`src/hw/rtl/ole_pkg.sv`:
```
// Shared types, codes and constants of the ordered list engine.
package ole_pkg;

  // Default number of list entries.
  localparam int unsigned DEPTH_DEFAULT = 16;

  // Operation codes carried in the func field.
  localparam logic [2:0] F_APPEND  = 3'd0;
  localparam logic [2:0] F_PREPEND = 3'd1;
  localparam logic [2:0] F_INSERT  = 3'd2;
  localparam logic [2:0] F_DELAT   = 3'd3;
  localparam logic [2:0] F_DELVAL  = 3'd4;
  localparam logic [2:0] F_SEARCH  = 3'd5;
  localparam logic [2:0] F_LENGTH  = 3'd6;

  // Result status codes.
  localparam logic [1:0] ST_OK       = 2'd0;
  localparam logic [1:0] ST_FULL     = 2'd1;
  localparam logic [1:0] ST_RANGE    = 2'd2;
  localparam logic [1:0] ST_NOTFOUND = 2'd3;

  // Found position reported when there is no match.
  localparam logic signed [4:0] NONE_POS = -5'sd1;

  // Commands broadcast to every cell of the chain.
  localparam logic [2:0] CELL_HOLD   = 3'd0;
  localparam logic [2:0] CELL_INSERT = 3'd1;
  localparam logic [2:0] CELL_DELETE = 3'd2;
  localparam logic [2:0] CELL_MARK   = 3'd3;
  localparam logic [2:0] CELL_DROP   = 3'd4;
  localparam logic [2:0] CELL_SKIP   = 3'd5;

  // One input item.
  typedef struct packed {
    logic [2:0]         func;
    logic [4:0]         position;
    logic signed [31:0] item_value;
  } req_t;

  // One result item.
  typedef struct packed {
    logic signed [4:0] found_position;
    logic [4:0]        list_length;
    logic [1:0]        status;
  } rsp_t;

  // Command shared by all cells in a cycle.
  typedef struct packed {
    logic [2:0]  op;
    logic [31:0] value;
  } cell_cmd_t;

endpackage

```
`src/hw/rtl/ole_cell.sv`:
```
// One list cell: holds an entry, its match flag and the scan markers.
module ole_cell #(
  parameter int INDEX = 0,
  parameter int PW    = 5
) (
  input  logic                clk,
  input  ole_pkg::cell_cmd_t  cmd,
  input  logic [PW-1:0]       position,
  input  logic [31:0]         left_data,
  input  logic                left_tok,
  input  logic                left_ge,
  input  logic [31:0]         right_data,
  input  logic                right_mflag,
  output logic [31:0]         data,
  output logic                mflag,
  output logic                tok,
  output logic                ge
);

  localparam logic [PW-1:0] IDX = PW'(INDEX);

  // Entries move one place per command; markers walk toward the tail.
  always_ff @(posedge clk) begin
    unique case (cmd.op)
      ole_pkg::CELL_INSERT: begin
        if (IDX > position) begin
          data <= left_data;
        end else if (IDX == position) begin
          data <= cmd.value;
        end
      end
      ole_pkg::CELL_DELETE: begin
        if (IDX >= position) begin
          data <= right_data;
        end
      end
      ole_pkg::CELL_MARK: begin
        mflag <= (data == cmd.value);
        tok   <= (IDX == '0);
        ge    <= 1'b1;
      end
      ole_pkg::CELL_DROP: begin
        if (ge) begin
          data  <= right_data;
          mflag <= right_mflag;
        end
      end
      ole_pkg::CELL_SKIP: begin
        tok <= left_tok;
        ge  <= left_ge;
      end
      default: begin
      end
    endcase
  end

endmodule

```
`src/hw/rtl/ordered_list_engine_core.sv`:
```
// Top level of the ordered list engine: control sequencer and the cell chain.
//
// The engine keeps an ordered list of up to DEPTH signed 32-bit words in a
// chain of cells, one entry per cell. Append, prepend, insert, delete at a
// position and length are accepted in the idle state and completed in the
// exec state, in which the cells from the position onward move their entries
// by one place at once; length moves nothing. Search and delete by value
// first mark matching cells in parallel and then walk a scan marker down the
// chain one cell per cycle; each cycle either advances the marker or, for
// delete by value, removes the match under it. One item is in work at a time;
// the next item is accepted while a finished result waits in the output
// register.
module ordered_list_engine_core #(
  parameter int DEPTH = ole_pkg::DEPTH_DEFAULT
) (
  input  logic          clk,
  input  logic          rst,
  input  logic          req_valid,
  output logic          req_stall,
  input  ole_pkg::req_t req,
  output logic          rsp_valid,
  input  logic          rsp_stall,
  output ole_pkg::rsp_t rsp
);

  localparam int CW = $clog2(DEPTH + 1);
  localparam int PW = (CW > 5) ? CW : 5;

  localparam logic [1:0] S_IDLE = 2'd0;
  localparam logic [1:0] S_EXEC = 2'd1;
  localparam logic [1:0] S_SCAN = 2'd2;

  logic [1:0]          state, state_next;
  ole_pkg::req_t       req_q;
  logic [CW-1:0]       count, count_next;
  logic [CW-1:0]       count0, count0_next;
  logic [CW-1:0]       k, k_next;
  logic                rsp_load;
  ole_pkg::rsp_t       rsp_next;
  logic                out_free;

  logic [PW-1:0]       cnt_x, pos_x, depth_x, ins_pos, len_x, k_x;
  logic                hit, scan_end;

  ole_pkg::cell_cmd_t  cell_cmd;
  logic [PW-1:0]       cell_pos;
  logic [DEPTH-1:0][31:0] cell_data, left_data, right_data;
  logic [DEPTH-1:0]    cell_mflag, cell_tok, cell_ge;
  logic [DEPTH-1:0]    left_tok, left_ge, right_mflag;

  // Handshakes.
  assign req_stall = (state != S_IDLE);
  assign out_free  = !rsp_valid || !rsp_stall;

  // Widened views for comparisons and output fields.
  assign cnt_x    = PW'(count);
  assign pos_x    = PW'(req_q.position);
  assign depth_x  = PW'(DEPTH);
  assign len_x    = PW'(count_next);
  assign k_x      = PW'(k);
  assign hit      = |(cell_tok & cell_mflag);
  assign scan_end = (k == count);

  // Sequencer: decides the cell command and the result of each item.
  always_comb begin
    state_next   = state;
    count_next   = count;
    count0_next  = count0;
    k_next       = k;
    rsp_load     = 1'b0;
    cell_cmd.op    = ole_pkg::CELL_HOLD;
    cell_cmd.value = req_q.item_value;
    cell_pos     = pos_x;
    ins_pos      = pos_x;
    rsp_next.found_position = ole_pkg::NONE_POS;
    rsp_next.status         = ole_pkg::ST_OK;
    unique case (state)
      S_IDLE: begin
        if (req_valid) begin
          state_next = S_EXEC;
        end
      end
      S_EXEC: begin
        if (req_q.func == ole_pkg::F_DELVAL || req_q.func == ole_pkg::F_SEARCH) begin
          cell_cmd.op = ole_pkg::CELL_MARK;
          k_next      = '0;
          count0_next = count;
          state_next  = S_SCAN;
        end else if (out_free) begin
          rsp_load   = 1'b1;
          state_next = S_IDLE;
          unique case (req_q.func)
            ole_pkg::F_APPEND, ole_pkg::F_PREPEND, ole_pkg::F_INSERT: begin
              if (req_q.func == ole_pkg::F_APPEND) begin
                ins_pos = cnt_x;
              end else if (req_q.func == ole_pkg::F_PREPEND) begin
                ins_pos = '0;
              end
              if (ins_pos > cnt_x) begin
                rsp_next.status = ole_pkg::ST_RANGE;
              end else if (cnt_x == depth_x) begin
                rsp_next.status = ole_pkg::ST_FULL;
              end else begin
                cell_cmd.op = ole_pkg::CELL_INSERT;
                cell_pos    = ins_pos;
                count_next  = count + CW'(1);
              end
            end
            ole_pkg::F_DELAT: begin
              if (pos_x >= cnt_x) begin
                rsp_next.status = ole_pkg::ST_RANGE;
              end else begin
                cell_cmd.op = ole_pkg::CELL_DELETE;
                count_next  = count - CW'(1);
              end
            end
            default: begin
            end
          endcase
        end
      end
      S_SCAN: begin
        if (scan_end) begin
          // Every live entry has been visited.
          if (out_free) begin
            rsp_load   = 1'b1;
            state_next = S_IDLE;
            if (req_q.func == ole_pkg::F_SEARCH || count == count0) begin
              rsp_next.status = ole_pkg::ST_NOTFOUND;
            end
          end
        end else if (hit && req_q.func == ole_pkg::F_SEARCH) begin
          if (out_free) begin
            rsp_load   = 1'b1;
            state_next = S_IDLE;
            rsp_next.found_position = k_x[4:0];
          end
        end else if (hit) begin
          // Remove the match under the marker; the marker stays put.
          cell_cmd.op = ole_pkg::CELL_DROP;
          count_next  = count - CW'(1);
        end else begin
          cell_cmd.op = ole_pkg::CELL_SKIP;
          k_next      = k + CW'(1);
        end
      end
      default: begin
        state_next = S_IDLE;
      end
    endcase
    rsp_next.list_length = len_x[4:0];
  end

  // Control registers.
  always_ff @(posedge clk) begin
    if (rst) begin
      state     <= S_IDLE;
      count     <= '0;
      rsp_valid <= 1'b0;
    end else begin
      state <= state_next;
      count <= count_next;
      if (rsp_load) begin
        rsp_valid <= 1'b1;
      end else if (!rsp_stall) begin
        rsp_valid <= 1'b0;
      end
    end
  end

  // Payload registers.
  always_ff @(posedge clk) begin
    if (req_valid && !req_stall) begin
      req_q <= req;
    end
    if (rsp_load) begin
      rsp <= rsp_next;
    end
    count0 <= count0_next;
    k      <= k_next;
  end

  // Chain of cells with neighbor links.
  for (genvar i = 0; i < DEPTH; i++) begin : g_cell
    if (i == 0) begin : g_head
      assign left_data[i] = '0;
      assign left_tok[i]  = 1'b0;
      assign left_ge[i]   = 1'b0;
    end else begin : g_body
      assign left_data[i] = cell_data[i-1];
      assign left_tok[i]  = cell_tok[i-1];
      assign left_ge[i]   = cell_ge[i-1];
    end
    if (i == DEPTH - 1) begin : g_tail
      assign right_data[i]  = cell_data[i];
      assign right_mflag[i] = 1'b0;
    end else begin : g_next
      assign right_data[i]  = cell_data[i+1];
      assign right_mflag[i] = cell_mflag[i+1];
    end

    ole_cell #(
      .INDEX(i),
      .PW   (PW)
    ) u_cell (
      .clk        (clk),
      .cmd        (cell_cmd),
      .position   (cell_pos),
      .left_data  (left_data[i]),
      .left_tok   (left_tok[i]),
      .left_ge    (left_ge[i]),
      .right_data (right_data[i]),
      .right_mflag(right_mflag[i]),
      .data       (cell_data[i]),
      .mflag      (cell_mflag[i]),
      .tok        (cell_tok[i]),
      .ge         (cell_ge[i])
    );
  end

  // The list never holds more entries than there are cells.
  a_count_max: assert property (@(posedge clk) disable iff (rst)
    count <= CW'(DEPTH))
    else $error("entry count exceeds depth");

  // The scan marker never passes the end of the list.
  a_scan_bound: assert property (@(posedge clk) disable iff (rst)
    state == S_SCAN |-> k <= count)
    else $error("scan index past list end");

  // An accepted item always goes to execution next.
  a_accept_exec: assert property (@(posedge clk) disable iff (rst)
    req_valid && !req_stall |=> state == S_EXEC)
    else $error("accepted item not executed");

  // Exactly one cell carries the scan marker while the scan is live.
  a_tok_onehot: assert property (@(posedge clk) disable iff (rst)
    state == S_SCAN && k != count |-> $onehot(cell_tok))
    else $error("scan marker not one-hot");

endmodule
```
`config.mk`:
```
export PLATFORM = sky130hd
export DESIGN_NAME = ordered_list_engine_core
export DESIGN_NICKNAME = d
export VERILOG_FILES = /design/src/hw/rtl/ole_pkg.sv /design/src/hw/rtl/ole_cell.sv /design/src/hw/rtl/ordered_list_engine_core.sv
export SDC_FILE = /design/constraint.sdc
export NUM_CORES = 2
export LEC_CHECK = 0
export BUFFER_PORTS_ARGS = -buffer_cell sky130_fd_sc_hd__buf_4
export CORE_ASPECT_RATIO = 0.9
export CORE_MARGIN = 2
export CORE_UTILIZATION = 40
export DETAILED_ROUTE_END_ITERATION = 10
export PLACE_DENSITY_LB_ADDON = 0.12
export SETUP_SLACK_MARGIN = 0.2
export SYNTH_ARGS = -nofsm -noshare
export SYNTH_HDL_FRONTEND = slang
export SYNTH_HIERARCHICAL = 1
export SYNTH_SLANG_ARGS = --single-unit
```
`constraint.sdc`:
```
create_clock -name clk -period 19.3 [get_ports clk]
set_input_delay 1.93 -clock clk [delete_from_list [all_inputs] [get_ports clk]]
set_output_delay 1.93 -clock clk [all_outputs]
set_load 0.05 [all_outputs]
```
==> qor.txt <==
# fillers: 9146
Post-Syn Area per Cell: 11.1 sq um
Hold Buf Count CTS: 0
Initial drt markers: 3305
Num CTS Buffers: 75
Die width: 332 microns
Layout cell share with drive strength beyond 1: 11.5%
RSZ-0062 raised after global routing: no
CTS Sinks: 630
Post-synthesis sequential area ratio: 48.6%
Cell with the most instances after synthesis: edfxtp_1
Max Slew Vio Count: 0
Post_cts resized: 0
Hold/Removal Path Class: flip-flop to flip-flop
Worst EP arrival: 6020 ps
Per-cell routed wire length: 27.0 microns
Post-layout min period: 5760 ps
First-pass GRT wire length: 191000 microns
Fmax: 0.174 GHz
Setup repair bufs after CTS: 0
Final TNS setup: 0 ps
Total chip power: 3.39 mW
Initial Util: 40.3%
Critical path destination: g_cell[7].u_cell/data[15]
Routability cong.: 0.876
Yosys reg bits: 630
Post-synth top cells: edfxtp_1 (622), nand2_1 (551), mux2i_1 (482), xor2_1 (326), o21ai_1 (246)
Unique masters post-synth: 96
Via count: 28255
Router iterations before antenna repair: 5
Crit start category: flip-flop
Io pins: 58
Global route overflow: 0
Critical path class: flip-flop to flip-flop
Deepest clock path buffer count: 3
Final WL: 132000 microns
Status: finished clean
Initial antenna violation count: 0
Final hold slack: 537 ps
Die Ht: 299 microns
Top cells by area, synth: edfxtp_1 (48%), mux2i_1 (12%), xor2_1 (7.4%), nand2_1 (5.3%), xnor2_1 (4.8%)
Core ar.: 96200 sq um
Layout Nets: 3614
DR vias/cell: 5.80
Worst setup EP type: flip-flop
Post-synth EDFFs: 622
PD cells: 78.9 nW/um^2
Cell row count: 108
Crit. Startpoint: req_q[39]
Main synth FF type: edfxtp_1
Total Die Area: 99500 sq um
Largest area contributor in the netlist: edfxtp_1
Critical Path RT: 19560 ps
Yosys top cell area share: 48.2%
Detailed Place HPWL: 93300 microns
FF-to-FF End: g_cell[7].u_cell/data[15]
Final Cycle Share: 29.8%
Synth Instances: 3481
ANT cells: 0
Reg2reg setup slack: 13540 ps
Drt drc: 0
Max Cap Violations: 0
Dpl cell area: 40700 sq um
Crit-path max FO: 61
Post-route cell area: 43000 sq um
H-tree Lvls: 3
Slew @ Worst Pin: 1250 ps
Synthesized area: 38800 sq um
Final hold vios: 0
Clock latency on the worst-skew pair: 660 ps
Worst r2r path cells: 11
Leak pwr: 13.9 nW
Inst Count DP: 4741
Synth warn: 6
Cell Count, Final, Fillers Out: 4871
Vias in the first global route: 27084
Clock transition at the registers of the reported paths: 60 ps
Largest net degree at the start of global routing: 68
Worst clock skew: 41.0 ps
CTS tree: built
# setup viols final: 0
Clk Tree Root Cell: clkbuf_16
Asr flop ratio synth: 0%
Peak supply drop: 0.0000609 V
IO Port Bufs: 57
Slew headroom: 16.4%
Antenna-violating nets left: 0
Synth-to-layout area growth: 10.8%
Gr usage total: 25.9%
Reg2reg start: req_q[39]
-- critical path, cell delays in order (launching register included) --
cell	delay (ps)
edfxtp_1	600
or2_2	450
o31ai_1	280
ha_1	300
nor2b_1	130
o31ai_1	330
a31oi_2	270
or3_1	590
a21boi_4	550
buf_4	720
a21oi_1	210
o22ai_4	860
-- worst min path at each step --
stage / startpoint / to / slack (ps) / cells past startpoint
2_1_floorplan: cnt_x[2] / count0[2] / 410 / 0
3_3_place_gp: state[0] / state[0] / 520 / 2
3_5_place_dp: state[0] / state[0] / 520 / 2
4_1_cts: state[0] / state[0] / 530 / 2
5_1_grt: g_cell[13].u_cell/ge / g_cell[14].u_cell/ge / 560 / 1
6_report: state[0] / state[0] / 540 / 2
-- state kept, by name, summed over array words and instances, names as in the netlist --
name / count
g_cell.u_cell/mflag: 16
g_cell.u_cell/data: 512
rsp_valid: 1
count0: 5
state: 2
g_cell.u_cell/ge: 16
g_cell.u_cell/tok: 16
req_q: 3
pos_x: 5
cnt_x: 5
k: 5
cell_cmd: 32
rsp: 12
-- per-layer routing --
layer  vias to the layer above  GRT usage [%]  share of wire, %
met5                         -              0                 0
met4                         0           7.32               2.8
met2                      1247           35.2                39
met1                     13952           41.6                49
li1                      12864              -                 -
met3                       192           4.39               8.6
-- cell usage in the layout (no fill, tap or decap), types with 19 or more instances in the layout --
master     Yosys  routed
edfxtp_1     622     622
o31ai_1       25      24
nand3_1       47      47
nor2b_1       30      30
nand3b_1      19      19
xor2_1       326     326
mux2i_1      482     482
mux2_1        33      33
nor4_1        64      64
nor2_4        13      20
clkbuf_1      14      22
a21oi_1       22      22
o21ai_2       34      37
nor2_1        42      40
o21ai_1      246     246
o21ai_0      236     232
xnor2_1      213     213
nand4_1       50      50
buf_4         34     156
nand2_1      551     551
clkbuf_16      0      76
nor3_1        29      29
-- area by class of cell --
cell class	count	area [sq um]	share of cell area [%]
Inverter	17	63.8	0.149
Timing Repair Buffer	156	1170	2.73
Clock buffer	98	1980	4.62
Clock inverter	32	304	0.708
Multi-Input combinational cell	2673	19000	44.3
Tap cell	1265	1580	3.68
Sequential cell	630	18800	43.8
-- logic make-up after synthesis --
logic type	after synthesis	synth area share [%]
and+or+nand+nor	965	12.7
muxes	518	13.5
other	1	0.00967
xor gates and xnor gates	540	12.2
buffers and inverters	180	3.07
DFF	630	48.6
adders and majority gates	17	0.548
AOI/OAI and AO/OA	630	9.43
-- power by group --
group	switching [mW]	internal [mW]	total [mW]
Sequential	0.0231	1.54	1.56
Combinational	0.282	0.167	0.449
Clock	0.606	0.768	1.37
-- per-stage QoR --
step	setup slack, ps	util (%)
5_1_grt	13110	44.7
3_3_place_gp	13610	42.3
2_1_floorplan	10030	-
4_1_cts	13590	44.7
6_report	13540	44.7
3_5_place_dp	13580	42.3
No activity file was read; power rests on OpenSTA's default activity.
